`src/hdl/fqs_pkg.sv`:
```
// Types and constants shared by the bounded queue with value search.
package fqs_pkg;

    // Command codes carried on the input tuser.
    typedef enum logic [1:0] {
        CMD_PUSH   = 2'd0,
        CMD_POP    = 2'd1,
        CMD_FIND   = 2'd2,
        CMD_STATUS = 2'd3
    } t_cmd;

    // Control sequencer states.
    typedef enum logic [1:0] {
        ST_IDLE,
        ST_POP_RD,
        ST_FIND_CMP,
        ST_FIND_END
    } t_state;

    // One result item; the first member sits in the highest bits.
    typedef struct packed {
        logic [31:0] back_value;
        logic [31:0] front_value;
        logic        is_full;
        logic        is_empty;
        logic [4:0]  count;
        logic        match_valid;
        logic [3:0]  match_index;
        logic        ok;
    } t_result;

    localparam int RES_W       = $bits(t_result);
    localparam int OUT_TDATA_W = ((RES_W + 7) / 8) * 8;
    localparam int IN_TDATA_W  = 32;
    localparam int LIMIT_W     = 5;
    localparam logic [LIMIT_W-1:0] LIMIT_RESET = 5'd16;

endpackage

```
`src/hdl/fifo_queue_with_search.sv`:
```
// Bounded queue of 32-bit words in a synchronous memory, with a value search.
// Push, status, refused pop and find on an empty queue show their result in the cycle after
// the item is accepted; a successful pop first reads the new front from memory in ST_POP_RD.
// A find on a non-empty queue scans the occupied entries through the single memory read port,
// emitting one result per match, or one not-found result; a held match waits for a free output.
// A new item is taken only when the sequencer is idle and the result register is free.
// Reset (synchronous, active low) empties the queue and sets the limit to 16; the memory is
// not cleared, and the word read past the front by a pop that empties the queue is dropped.
module fifo_queue_with_search
    import fqs_pkg::*;
#(
    parameter int DEPTH = 16
) (
    input  logic                   i_clk,
    input  logic                   i_rst_n,
    // Configuration write channel: capacity limit.
    input  logic                   i_cfg_valid,
    output logic                   o_cfg_ready,
    input  logic [LIMIT_W-1:0]     i_cfg_data,
    // Input items.
    input  logic                   s_axis_tvalid,
    output logic                   s_axis_tready,
    input  logic [IN_TDATA_W-1:0]  s_axis_tdata,   // [31:0] value
    input  logic [1:0]             s_axis_tuser,   // [1:0] cmd
    // Result items.
    output logic                   m_axis_tvalid,
    input  logic                   m_axis_tready,
    // [0] ok, [4:1] match_index, [5] match_valid, [10:6] count, [11] is_empty,
    // [12] is_full, [44:13] front_value, [76:45] back_value, [79:77] zero
    output logic [OUT_TDATA_W-1:0] m_axis_tdata,
    output logic                   m_axis_tlast    // last_in_run
);

    localparam int AW    = (DEPTH > 1) ? $clog2(DEPTH) : 1;
    localparam int CW_F  = $clog2(DEPTH + 1);
    localparam int CW    = (CW_F < LIMIT_W) ? CW_F : LIMIT_W;

    // Ring increment with wrap at the built depth.
    function automatic logic [AW-1:0] f_inc(input logic [AW-1:0] a);
        f_inc = (a == AW'(DEPTH - 1)) ? '0 : a + AW'(1);
    endfunction

    // Build one result from the post-operation queue view.
    function automatic t_result f_res(input logic ok, input logic [3:0] idx,
                                      input logic mv, input logic [CW-1:0] cnt,
                                      input logic [CW-1:0] lim,
                                      input logic [31:0] front,
                                      input logic [31:0] back);
        t_result r;
        r.ok          = ok;
        r.match_index = idx;
        r.match_valid = mv;
        r.count       = LIMIT_W'(cnt);
        r.is_empty    = (cnt == '0);
        r.is_full     = (cnt >= lim);
        r.front_value = (cnt == '0) ? 32'd0 : front;
        r.back_value  = (cnt == '0) ? 32'd0 : back;
        f_res = r;
    endfunction

    t_state              r_state, n_state;
    logic [AW-1:0]       r_head, n_head;
    logic [CW-1:0]       r_count, n_count;
    logic [LIMIT_W-1:0]  r_limit;
    logic [31:0]         r_front, n_front;
    logic [31:0]         r_back, n_back;
    logic [31:0]         r_key, n_key;
    logic [AW-1:0]       r_scan_addr, n_scan_addr;
    logic [CW-1:0]       r_scan_pos, n_scan_pos;
    logic                r_pend_valid, n_pend_valid;
    logic [CW-1:0]       r_pend_pos, n_pend_pos;
    logic                r_out_valid;
    t_result             r_res, n_res;
    logic                r_last, n_last;
    logic                w_load;

    // Entry memory, one write and one registered read port.
    logic [31:0]         r_mem [DEPTH];
    logic [31:0]         r_rdata;
    logic                w_we, w_re;
    logic [AW-1:0]       w_waddr, w_raddr;

    logic                w_out_free, w_accept;
    logic [CW-1:0]       w_eff;
    logic [AW:0]         w_sum;
    logic [AW-1:0]       w_tail;
    logic                w_hit, w_at_end;

    assign o_cfg_ready   = 1'b1;
    assign w_out_free    = !r_out_valid || m_axis_tready;
    assign s_axis_tready = (r_state == ST_IDLE) && w_out_free;
    assign w_accept      = s_axis_tvalid && s_axis_tready;

    // Effective limit: the configured value saturated at the built depth.
    assign w_eff = (32'(r_limit) > DEPTH) ? CW'(DEPTH) : CW'(r_limit);

    // Ring slot just past the back entry.
    assign w_sum  = {1'b0, r_head} + (AW + 1)'(r_count);
    assign w_tail = (w_sum >= (AW + 1)'(DEPTH)) ? AW'(w_sum - (AW + 1)'(DEPTH))
                                                 : AW'(w_sum);

    // Scan compare on the registered word from the memory read port.
    assign w_hit    = (r_rdata == r_key);
    assign w_at_end = (r_scan_pos == r_count - CW'(1));

    // Configuration register.
    always_ff @(posedge i_clk) begin
        if (!i_rst_n) begin
            r_limit <= LIMIT_RESET;
        end else if (i_cfg_valid) begin
            r_limit <= i_cfg_data;
        end
    end

    // Entry memory write and read ports.
    always_ff @(posedge i_clk) begin
        if (w_we) begin
            r_mem[w_waddr] <= s_axis_tdata;
        end
    end

    always_ff @(posedge i_clk) begin
        if (w_re) begin
            r_rdata <= r_mem[w_raddr];
        end
    end

    // State and queue control registers.
    always_ff @(posedge i_clk) begin
        if (!i_rst_n) begin
            r_state      <= ST_IDLE;
            r_head       <= '0;
            r_count      <= '0;
            r_pend_valid <= 1'b0;
            r_out_valid  <= 1'b0;
        end else begin
            r_state      <= n_state;
            r_head       <= n_head;
            r_count      <= n_count;
            r_pend_valid <= n_pend_valid;
            if (w_load) begin
                r_out_valid <= 1'b1;
            end else if (m_axis_tready) begin
                r_out_valid <= 1'b0;
            end
        end
    end

    // Payload registers.
    always_ff @(posedge i_clk) begin
        r_front     <= n_front;
        r_back      <= n_back;
        r_key       <= n_key;
        r_scan_addr <= n_scan_addr;
        r_scan_pos  <= n_scan_pos;
        r_pend_pos  <= n_pend_pos;
        if (w_load) begin
            r_res  <= n_res;
            r_last <= n_last;
        end
    end

    // Sequencer: queue operations, scan and result generation.
    always_comb begin
        n_state      = r_state;
        n_head       = r_head;
        n_count      = r_count;
        n_front      = r_front;
        n_back       = r_back;
        n_key        = r_key;
        n_scan_addr  = r_scan_addr;
        n_scan_pos   = r_scan_pos;
        n_pend_valid = r_pend_valid;
        n_pend_pos   = r_pend_pos;
        n_res        = r_res;
        n_last       = 1'b1;
        w_load       = 1'b0;
        w_we         = 1'b0;
        w_waddr      = w_tail;
        w_re         = 1'b0;
        w_raddr      = r_head;

        case (r_state)
            ST_IDLE: begin
                if (w_accept) begin
                    case (t_cmd'(s_axis_tuser))
                        CMD_PUSH: begin
                            if (r_count < w_eff) begin
                                w_we    = 1'b1;
                                n_count = r_count + CW'(1);
                                n_back  = s_axis_tdata;
                                if (r_count == '0) begin
                                    n_front = s_axis_tdata;
                                end
                            end
                            w_load = 1'b1;
                            n_res  = f_res(r_count < w_eff, 4'd0, 1'b0, n_count, w_eff,
                                           n_front, n_back);
                        end
                        CMD_POP: begin
                            if (r_count != '0) begin
                                n_head  = f_inc(r_head);
                                n_count = r_count - CW'(1);
                                w_re    = 1'b1;
                                w_raddr = f_inc(r_head);
                                n_state = ST_POP_RD;
                            end else begin
                                w_load = 1'b1;
                                n_res  = f_res(1'b0, 4'd0, 1'b0, r_count, w_eff,
                                               r_front, r_back);
                            end
                        end
                        CMD_FIND: begin
                            n_key = s_axis_tdata;
                            if (r_count == '0) begin
                                w_load = 1'b1;
                                n_res  = f_res(1'b0, 4'd0, 1'b0, r_count, w_eff,
                                               r_front, r_back);
                            end else begin
                                w_re         = 1'b1;
                                w_raddr      = r_head;
                                n_scan_addr  = r_head;
                                n_scan_pos   = '0;
                                n_pend_valid = 1'b0;
                                n_state      = ST_FIND_CMP;
                            end
                        end
                        default: begin
                            w_load = 1'b1;
                            n_res  = f_res(1'b1, 4'd0, 1'b0, r_count, w_eff,
                                           r_front, r_back);
                        end
                    endcase
                end
            end

            // The new front word arrives from memory.
            ST_POP_RD: begin
                if (w_out_free) begin
                    n_front = r_rdata;
                    w_load  = 1'b1;
                    n_res   = f_res(1'b1, 4'd0, 1'b0, r_count, w_eff, r_rdata, r_back);
                    n_state = ST_IDLE;
                end
            end

            // Compare one entry; a held match is sent once a later one is found.
            ST_FIND_CMP: begin
                if (!(w_hit && r_pend_valid && !w_out_free)) begin
                    if (w_hit && r_pend_valid) begin
                        w_load = 1'b1;
                        n_last = 1'b0;
                        n_res  = f_res(1'b1, 4'(r_pend_pos), 1'b1, r_count, w_eff,
                                       r_front, r_back);
                    end
                    if (w_hit) begin
                        n_pend_valid = 1'b1;
                        n_pend_pos   = r_scan_pos;
                    end
                    if (w_at_end) begin
                        n_state = ST_FIND_END;
                    end else begin
                        w_re        = 1'b1;
                        w_raddr     = f_inc(r_scan_addr);
                        n_scan_addr = f_inc(r_scan_addr);
                        n_scan_pos  = r_scan_pos + CW'(1);
                    end
                end
            end

            // Final result of the search, or not-found.
            ST_FIND_END: begin
                if (w_out_free) begin
                    w_load  = 1'b1;
                    n_res   = f_res(r_pend_valid, r_pend_valid ? 4'(r_pend_pos) : 4'd0,
                                    r_pend_valid, r_count, w_eff, r_front, r_back);
                    n_state = ST_IDLE;
                end
            end

            default: begin
                n_state = ST_IDLE;
            end
        endcase
    end

    assign m_axis_tvalid = r_out_valid;
    assign m_axis_tdata  = OUT_TDATA_W'(r_res);
    assign m_axis_tlast  = r_last;

`ifndef SYNTHESIS
    // The queue never holds more entries than the memory has slots.
    a_count_bound: assert property (@(posedge i_clk) disable iff (!i_rst_n)
        32'(r_count) <= DEPTH)
        else $error("entry count exceeds depth");

    // A push below the limit adds exactly one entry.
    a_push_count: assert property (@(posedge i_clk) disable iff (!i_rst_n)
        (w_accept && (s_axis_tuser == CMD_PUSH) && (r_count < w_eff))
        |=> (r_count == $past(r_count) + CW'(1)))
        else $error("push did not add one entry");

    // A search leaves the queue untouched.
    a_find_stable: assert property (@(posedge i_clk) disable iff (!i_rst_n)
        ((r_state == ST_FIND_CMP) || (r_state == ST_FIND_END))
        |=> ($stable(r_head) && $stable(r_count)))
        else $error("queue changed during a search");

    // Only a real match can be followed by more results of the same item.
    a_nonlast_match: assert property (@(posedge i_clk) disable iff (!i_rst_n)
        (r_out_valid && !r_last) |-> (r_res.match_valid && r_res.ok))
        else $error("non-final result without a match");

    // An empty queue reports zero front and back values.
    a_empty_zero: assert property (@(posedge i_clk) disable iff (!i_rst_n)
        (r_out_valid && r_res.is_empty)
        |-> ((r_res.front_value == 32'd0) && (r_res.back_value == 32'd0)))
        else $error("empty queue reports nonzero values");
`endif

endmodule

```
`config.mk`:
```
export PLATFORM = sky130hd
export DESIGN_NAME = fifo_queue_with_search
export DESIGN_NICKNAME = d
export VERILOG_FILES = /design/src/hdl/fqs_pkg.sv /design/src/hdl/fifo_queue_with_search.sv
export SDC_FILE = /design/constraint.sdc
export NUM_CORES = 1
export LEC_CHECK = 0
export ABC_AREA = 1
export BUFFER_PORTS_ARGS = -buffer_cell sky130_fd_sc_hd__buf_2
export CELL_PAD_IN_SITES_DETAIL_PLACEMENT = 1
export CELL_PAD_IN_SITES_GLOBAL_PLACEMENT = 2
export CORE_ASPECT_RATIO = 2
export CORE_MARGIN = 2
export CORE_UTILIZATION = 37
export DETAILED_ROUTE_END_ITERATION = 6
export GPL_ROUTABILITY_DRIVEN = 0
export HOLD_SLACK_MARGIN = 0.1
export PLACE_DENSITY_LB_ADDON = 0.15
export SETUP_SLACK_MARGIN = 0.02
export SYNTH_ARGS = -nofsm -noshare
export SYNTH_HDL_FRONTEND = slang
export SYNTH_SLANG_ARGS = --single-unit
```
`constraint.sdc`:
```
create_clock -name i_clk -period 9.15 [get_ports i_clk]
set_input_delay 1.3725 -clock i_clk [delete_from_list [all_inputs] [get_ports i_clk]]
set_output_delay 1.3725 -clock i_clk [all_outputs]
set_load 0.01 [all_outputs]
```
After elaboration in Yosys (flattened, before gate mapping). Memories as Yosys holds them, arrays and structs flattened. A register that Yosys moved wholly into a read port is not among the register bits. Cells that the tools add are included.

Flip-flop bits (word level): 205. Memory bits (writable): 512. Bits of input ports: 44. Output and inout bits: 84. Logic and storage cells: 178. Memories: 1.

Add/sub/neg operators: 7. Order comparisons: 5. Equality and inequality tests: 27. Mux-type cells: 88. Bitwise logic cells: 2. Reduce and logical (&&, ||, !) cells: 27.

Memories: r_mem (words 16, width 32, read ports 1, clocked after memory_dff 1, wr ports 1, line fifo_queue_with_search.sv:78) `logic [31:0] r_mem [DEPTH];`.

Operator list (count): 2-to-1 mux 77 bit (7); 2-to-1 mux 32 bit (11); case mux 77 bit (4 select lines) (1); case mux 77 bit (3 select lines) (1); case mux 32 bit (2 select lines) (1); 2-to-1 mux 4 bit (14); 2-to-1 mux 5 bit (11); == test 32 bit (1); 2-to-1 mux 1 bit (25); inequality test 2 bit, second input constant (10); case mux 5 bit (2 select lines) (2); case mux 4 bit (2 select lines) (2); 2-to-1 mux 2 bit (6); inequality test 3 bit, second input constant (4); AND reduction 6 bit (2); adder 5 x 1 -> 5 bit, second input constant (2); >= comparator 5 bit (2); zero test 5 bit (2); AND reduction 3 bit (3); adder 4 x 1 -> 4 bit, second input constant (2); == test 4 bit, second input constant (2); case mux 1 bit (2 select lines) (4); AND reduction 4 bit (2); AND reduction 8 bit (1); other kinds (23) (38).

Logic depth before layout (Yosys ltp).
Word-level depth: 12. Gate-level depth with buffers: 24. Depth with buffers taken out: 22.

Least setup slack after synthesis. Ideal clock, no wire load.

Kind: input to register. Start: in s_axis_tuser[1]. End: reg r_res (netlist bit m_axis_tdata[0]), enable pin. Setup time: 0.651 ns. Arrival: 8.269 ns. Data required time: 8.499 ns. Setup slack: 0.230 ns. Stages: 6. Path buffers: 1. Path through: inv_1 ha_1 clkbuf_1 nor2_1 inv_1 a311oi_1.

Longest elaborated chain between the ends: 5. Elaborated cells on any way between the ends: 8. Classes of those cells: eq/ne (4); mux (3); reduce/logical (1).

Ends and longest elaborated chain: from (decl) (line fifo_queue_with_search.sv:24) `input logic [1:0] s_axis_tuser,`; == test 2 bit / == test 2 x 1 -> 1 bit (equally long branches) (line fifo_queue_with_search.sv:186) `case (t_cmd'(s_axis_tuser))`; case mux 1 bit (2 select lines) (line fifo_queue_with_search.sv:186); 2-to-1 mux 1 bit (line fifo_queue_with_search.sv:185) `if (w_accept) begin`; case mux 1 bit (3 select lines) (line fifo_queue_with_search.sv:183) `case (r_state)`; AND reduction 8 bit (no source line) *; to (signal assigned) (line fifo_queue_with_search.sv:158) `r_res <= n_res;`; to (decl) (line fifo_queue_with_search.sv:73) `t_result r_res, n_res;`.

Mark *: on every way between the ends. The rest lies on a longest branch, timed or not. A chain may end at the register's enable or synchronous reset.

Worst setup path after layout.
Start: reg r_count[0]. End: reg r_rdata[10], read port of r_mem, data pin.

Longest elaborated chain between the ends: 5. Elaborated cells on any way between the ends: 17. Classes of those cells: add/sub (1); eq/ne (1); mux (13); reduce/logical (2).

Ends and longest elaborated chain: from (decl) (line fifo_queue_with_search.sv:63) `logic [CW-1:0] r_count, n_count;`; from (signal assigned) (line fifo_queue_with_search.sv:139) `r_count <= n_count;`; subtractor 5 x 1 -> 5 bit (tied with other cells) (line fifo_queue_with_search.sv:104) `assign w_at_end = (r_scan_pos == r_count - CW'(1));`; == test 5 bit (tied with other cells) (line fifo_queue_with_search.sv:104); 2-to-1 mux 4 bit (tied with other cells) (line fifo_queue_with_search.sv:260) `if (w_at_end) begin`; 2-to-1 mux 4 bit (tied with other cells) (line fifo_queue_with_search.sv:249) `if (!(w_hit && r_pend_valid && !w_out_free)) begin`; case mux 4 bit (2 select lines) / case mux 1 bit (2 select lines) (equally long branches) (line fifo_queue_with_search.sv:183); to (decl) (line fifo_queue_with_search.sv:79) `logic [31:0] r_rdata;`.

Parallel ways exist; a longest one is shown, timed or not.

==> run_results.csv <==
group,metric,value,unit
floorplanning,die_h,436.8,um
final_layout,layout_commonest_cell,"nand2_1",
setup_path,ff2ff_path_depth,20,
sta,worst_slew_pin_slew,1.146,ns
grt,globalRouteMet2Util,46.40,%
logic_synthesis,syn_avg_cell_area,10.12,um2
setup_path,cp_slowest_cell,"buf_4",
pwr,p_total,9.734,mW
grt,antenna_found_initial,6,
pwr,switching_share,34.55,%
route,vias,25592,
logic_synthesis,ys_types,47,
final_layout,drive_above_1_share,9.780,%
clocking,postCtsSetupBuffers,0,
clocking,clock_latency,0.67,ns
pwr,p_sw,3.363,mW
setup_path,crit_required,9.57,ns
logic_synthesis,ys_seq_elements,749,
hold_path,worstHoldPathType,"reg -> reg",
placed_design,dp_hpwl,70760,um
pwr,power.leakage,15.65,nW
placed_design,io_buffers,123,
route,drt_iter0_drc,1674,
floorplanning,start_util,37.38,%
floorplanning,dieArea,0.09627,mm2
sta,timing.hold.ws,0.5477,ns
setup_path,crit_path_max_fanout,91,
setup_path,r2r-start,"r_count[0]",
setup_path,cp-start-kind,"flip-flop",
grt,met1_usage,27.19,%
sta,rsz0062_at_grt,"false",
hold_path,hold_path_startpoint,"r_limit[0]",
pwr,power_density,250.4,mW/mm2
clocking,ctsResizeCount,0,
grt,top_usage_layer,"met2",
final_layout,postLayoutCellArea,0.03887,mm2
hold_path,hold-path-cell-count,2,
logic_synthesis,synthFlopType,"edfxtp_1",
clocking,cts_buffer_depth,3,
final_layout,area_delta_synth_final,12.17,%
route,drtAntennaViolNets,0,
setup_path,crit_path_end_kind,"flip-flop",
setup_path,cpPeakStageDelay,0.92,ns
route,drt_first_pass_iters,5,
clocking,cts_sinks,749,
placed_design,place_ws,3.051,ns
route,viasPerCell,5.395,
logic_synthesis,yosysWarnings,0,
final_layout,fillerInstances,10261,
pwr,pwr-share-seq,42.7,%
pwr,p_int,6.371,mW
logic_synthesis,synth_edf_count,731,
sta,hold_viol_final,0,
grt,gr-usage-met3,2.735,%
grt,grt_usage,24.66,%
sta,tns,0,ns
sta,slew_headroom,23.48,%
logic_synthesis,synth_cells,3423,
clocking,cts.clk_slew.worst_paths,0.06,ns
pwr,pwr-share-clk,31.0,%
pwr,peakVddDrop,143.8,uV
setup_path,reg2reg_slack,3.45,ns
clocking,numCtsBuffers,74,
sta,period_minus_slack,5.695,ns
floorplanning,rows,158,
setup_path,path_class,"reg -> reg",
sta,slew_violations,0,
route,drc,0,
setup_path,path_cells,"inv_1 -> ha_1 -> nand3_4 -> nand2_1 -> nand2_1 -> nand2_1 -> inv_2 -> nor2_1 -> nor2_1 -> nand2_1 -> nand2_1 -> nand2_1 -> nand2_8 -> buf_4 -> buf_4 -> nand3_1 -> nand3_1 -> nand3_1 -> nand3_1 -> nand2_1",
logic_synthesis,ys_seq_area_share,64.38,%
sta,max_freq,0.1756,GHz
setup_path,cp_common_cell,"nand2_1",
hold_path,holdPathEnd,"r_limit[0]",
logic_synthesis,synthesis.area,0.03465,mm2
outcome,outcome,"completed",
flow_run,cap_violations,0,
clocking,root_buffer,"clkbuf_16",
grt,grt_pass1_vias,27281,
route,wl_per_cell,24.82,um
floorplanning,die_x,220.4,um
grt,grt_max_degree,141,
logic_synthesis,synthArstFlopShare,0,%
grt,grt_remaining_overflow,0,
grt,grt_pass1_wl,173100,um
final_layout,layout_common_cells,"nand2_1, edfxtp_1, nand3_1, inv_1, o21ai_0",
clocking,htreeDepth,3,
sta,timing.final.crit_share,62.24,%
floorplanning,core,0.09272,mm2
floorplanning,io_pins,128,
setup_path,crit_arrival,6.12,ns
sta,finalClockSkew,0.02540,ns
setup_path,worstReg2RegEnd,"r_rdata[10]",
pwr,comb_power_share,26.3,%
clocking,hold_buffers,0,
final_layout,layout.nets,3544,
clocking,cts_tree,"yes",
sta,setup_viol,0,
sta,setup_ws,3.455,ns
placed_design,dpl-instance-area,0.03655,mm2
route,routed_wl,117800,um
## worst max path at each step
| stage | start | end | slack (ns) | cells past startpoint |
|---|---|---|---|---|
| after detailed placement | s_axis_tuser[1] | r_rdata[10] | 3.05 | 16 |
| after floorplan | s_axis_tuser[1] | m_axis_tdata[0] | 0.23 | 6 |
| after CTS | r_count[0] | r_rdata[10] | 3.46 | 17 |
| after global placement | s_axis_tuser[1] | r_rdata[7] | 3.26 | 16 |
| after global routing | r_count[0] | r_rdata[14] | 2.98 | 19 |
| final | r_count[0] | r_rdata[10] | 3.45 | 20 |
## state kept, by name, indices dropped and copies added (netlist names)
name / flops
m_axis_tlast: 1
r_mem: 512
r_count: 5
r_rdata: 32
r_head: 4
r_scan_pos: 5
r_state: 2
r_key: 32
r_limit: 5
r_front: 32
r_pend_valid: 1
r_back: 32
m_axis_tdata: 77
m_axis_tvalid: 1
r_pend_pos: 4
r_scan_addr: 4
## cells by family after synthesis
kind of cell / share of synthesized area [%]
flip-flops: 64.38
AND/OR/NAND/NOR: 20.87
adder cells (fa/ha/maj): 0.7799
buffers and inverters: 8.178
XOR/XNOR: 0.7835
AO/OA/AOI/OAI: 4.986
other: 0.02167
## power groups by stage
| stage | Combinational, mW | Sequential, mW | Clock [mW] |
|---|---|---|---|
| final | 2.56 | 4.16 | 3.01 |
| after global routing | 2.85 | 4.17 | 3.20 |
| after CTS | 2.61 | 4.16 | 3.08 |
| after detailed placement | 2.60 | 4.23 | 0 |
| after global placement | 2.52 | 4.22 | 0 |
| after floorplan | 1.67 | 4.23 | 0 |
## critical path, delay by kind of cell (launching register included)
family                     cells  cell delay [ns]
and+or+nand+nor               15             2.37
buffers and inverters          4             2.07
DFF                            1             0.49
adders and majority gates      1             0.31
## synth_stat cells (4+ instances only)
| master | n | area (um2) |
|---|---|---|
| o21ai_0 | 139 | 695.7 |
| xor2_1 | 16 | 140.1 |
| inv_2 | 6 | 22.52 |
| a21oi_1 | 86 | 430.4 |
| a31oi_1 | 34 | 212.7 |
| inv_1 | 499 | 1873 |
| nand3_1 | 645 | 3228 |
| ha_1 | 20 | 250.2 |
| nand4_1 | 9 | 56.30 |
| xnor2_1 | 15 | 131.4 |
| nor2_1 | 89 | 334.1 |
| or2_2 | 23 | 143.9 |
| clkbuf_1 | 88 | 330.3 |
| edfxtp_1 | 731 | 21950 |
| buf_4 | 21 | 157.7 |
| nand3b_1 | 65 | 488.0 |
| o22ai_1 | 12 | 75.07 |
| buf_2 | 87 | 435.4 |
| nand2_1 | 757 | 2841 |
| dfxtp_1 | 18 | 360.4 |
| nor4_1 | 4 | 25.02 |
| o31ai_1 | 19 | 142.6 |
## layer usage
metal  part of all wire [%]  wire (um)  up-vias
li1                       -          -    11672
met1                     38      44430    13141
met2                     54      63830      557
met3                    3.4       3966      222
met4                    4.7       5526        0
met5                      0          0        -
## area by class of cell
type | instances | area (um2) | share of cell area [%]
clock buffers | 95 | 1983 | 5.102
diodes | 6 | 15.01 | 0.03862
flip-flops and latches | 749 | 22310 | 57.39
well taps | 1200 | 1501 | 3.862
repair buffers | 176 | 1026 | 2.639
inverters | 507 | 1903 | 4.896
multi-input cells | 1971 | 9807 | 25.23
clock inverters | 40 | 326.6 | 0.8401
## per-stage QoR
step	utilization (%)	std cells
detailed placement	39.42	4603
floorplan	-	3425
CTS	41.91	4738
global route	41.91	4739
global placement	39.42	4603
finish	41.93	4744
(Power assumes the default switching activity.)
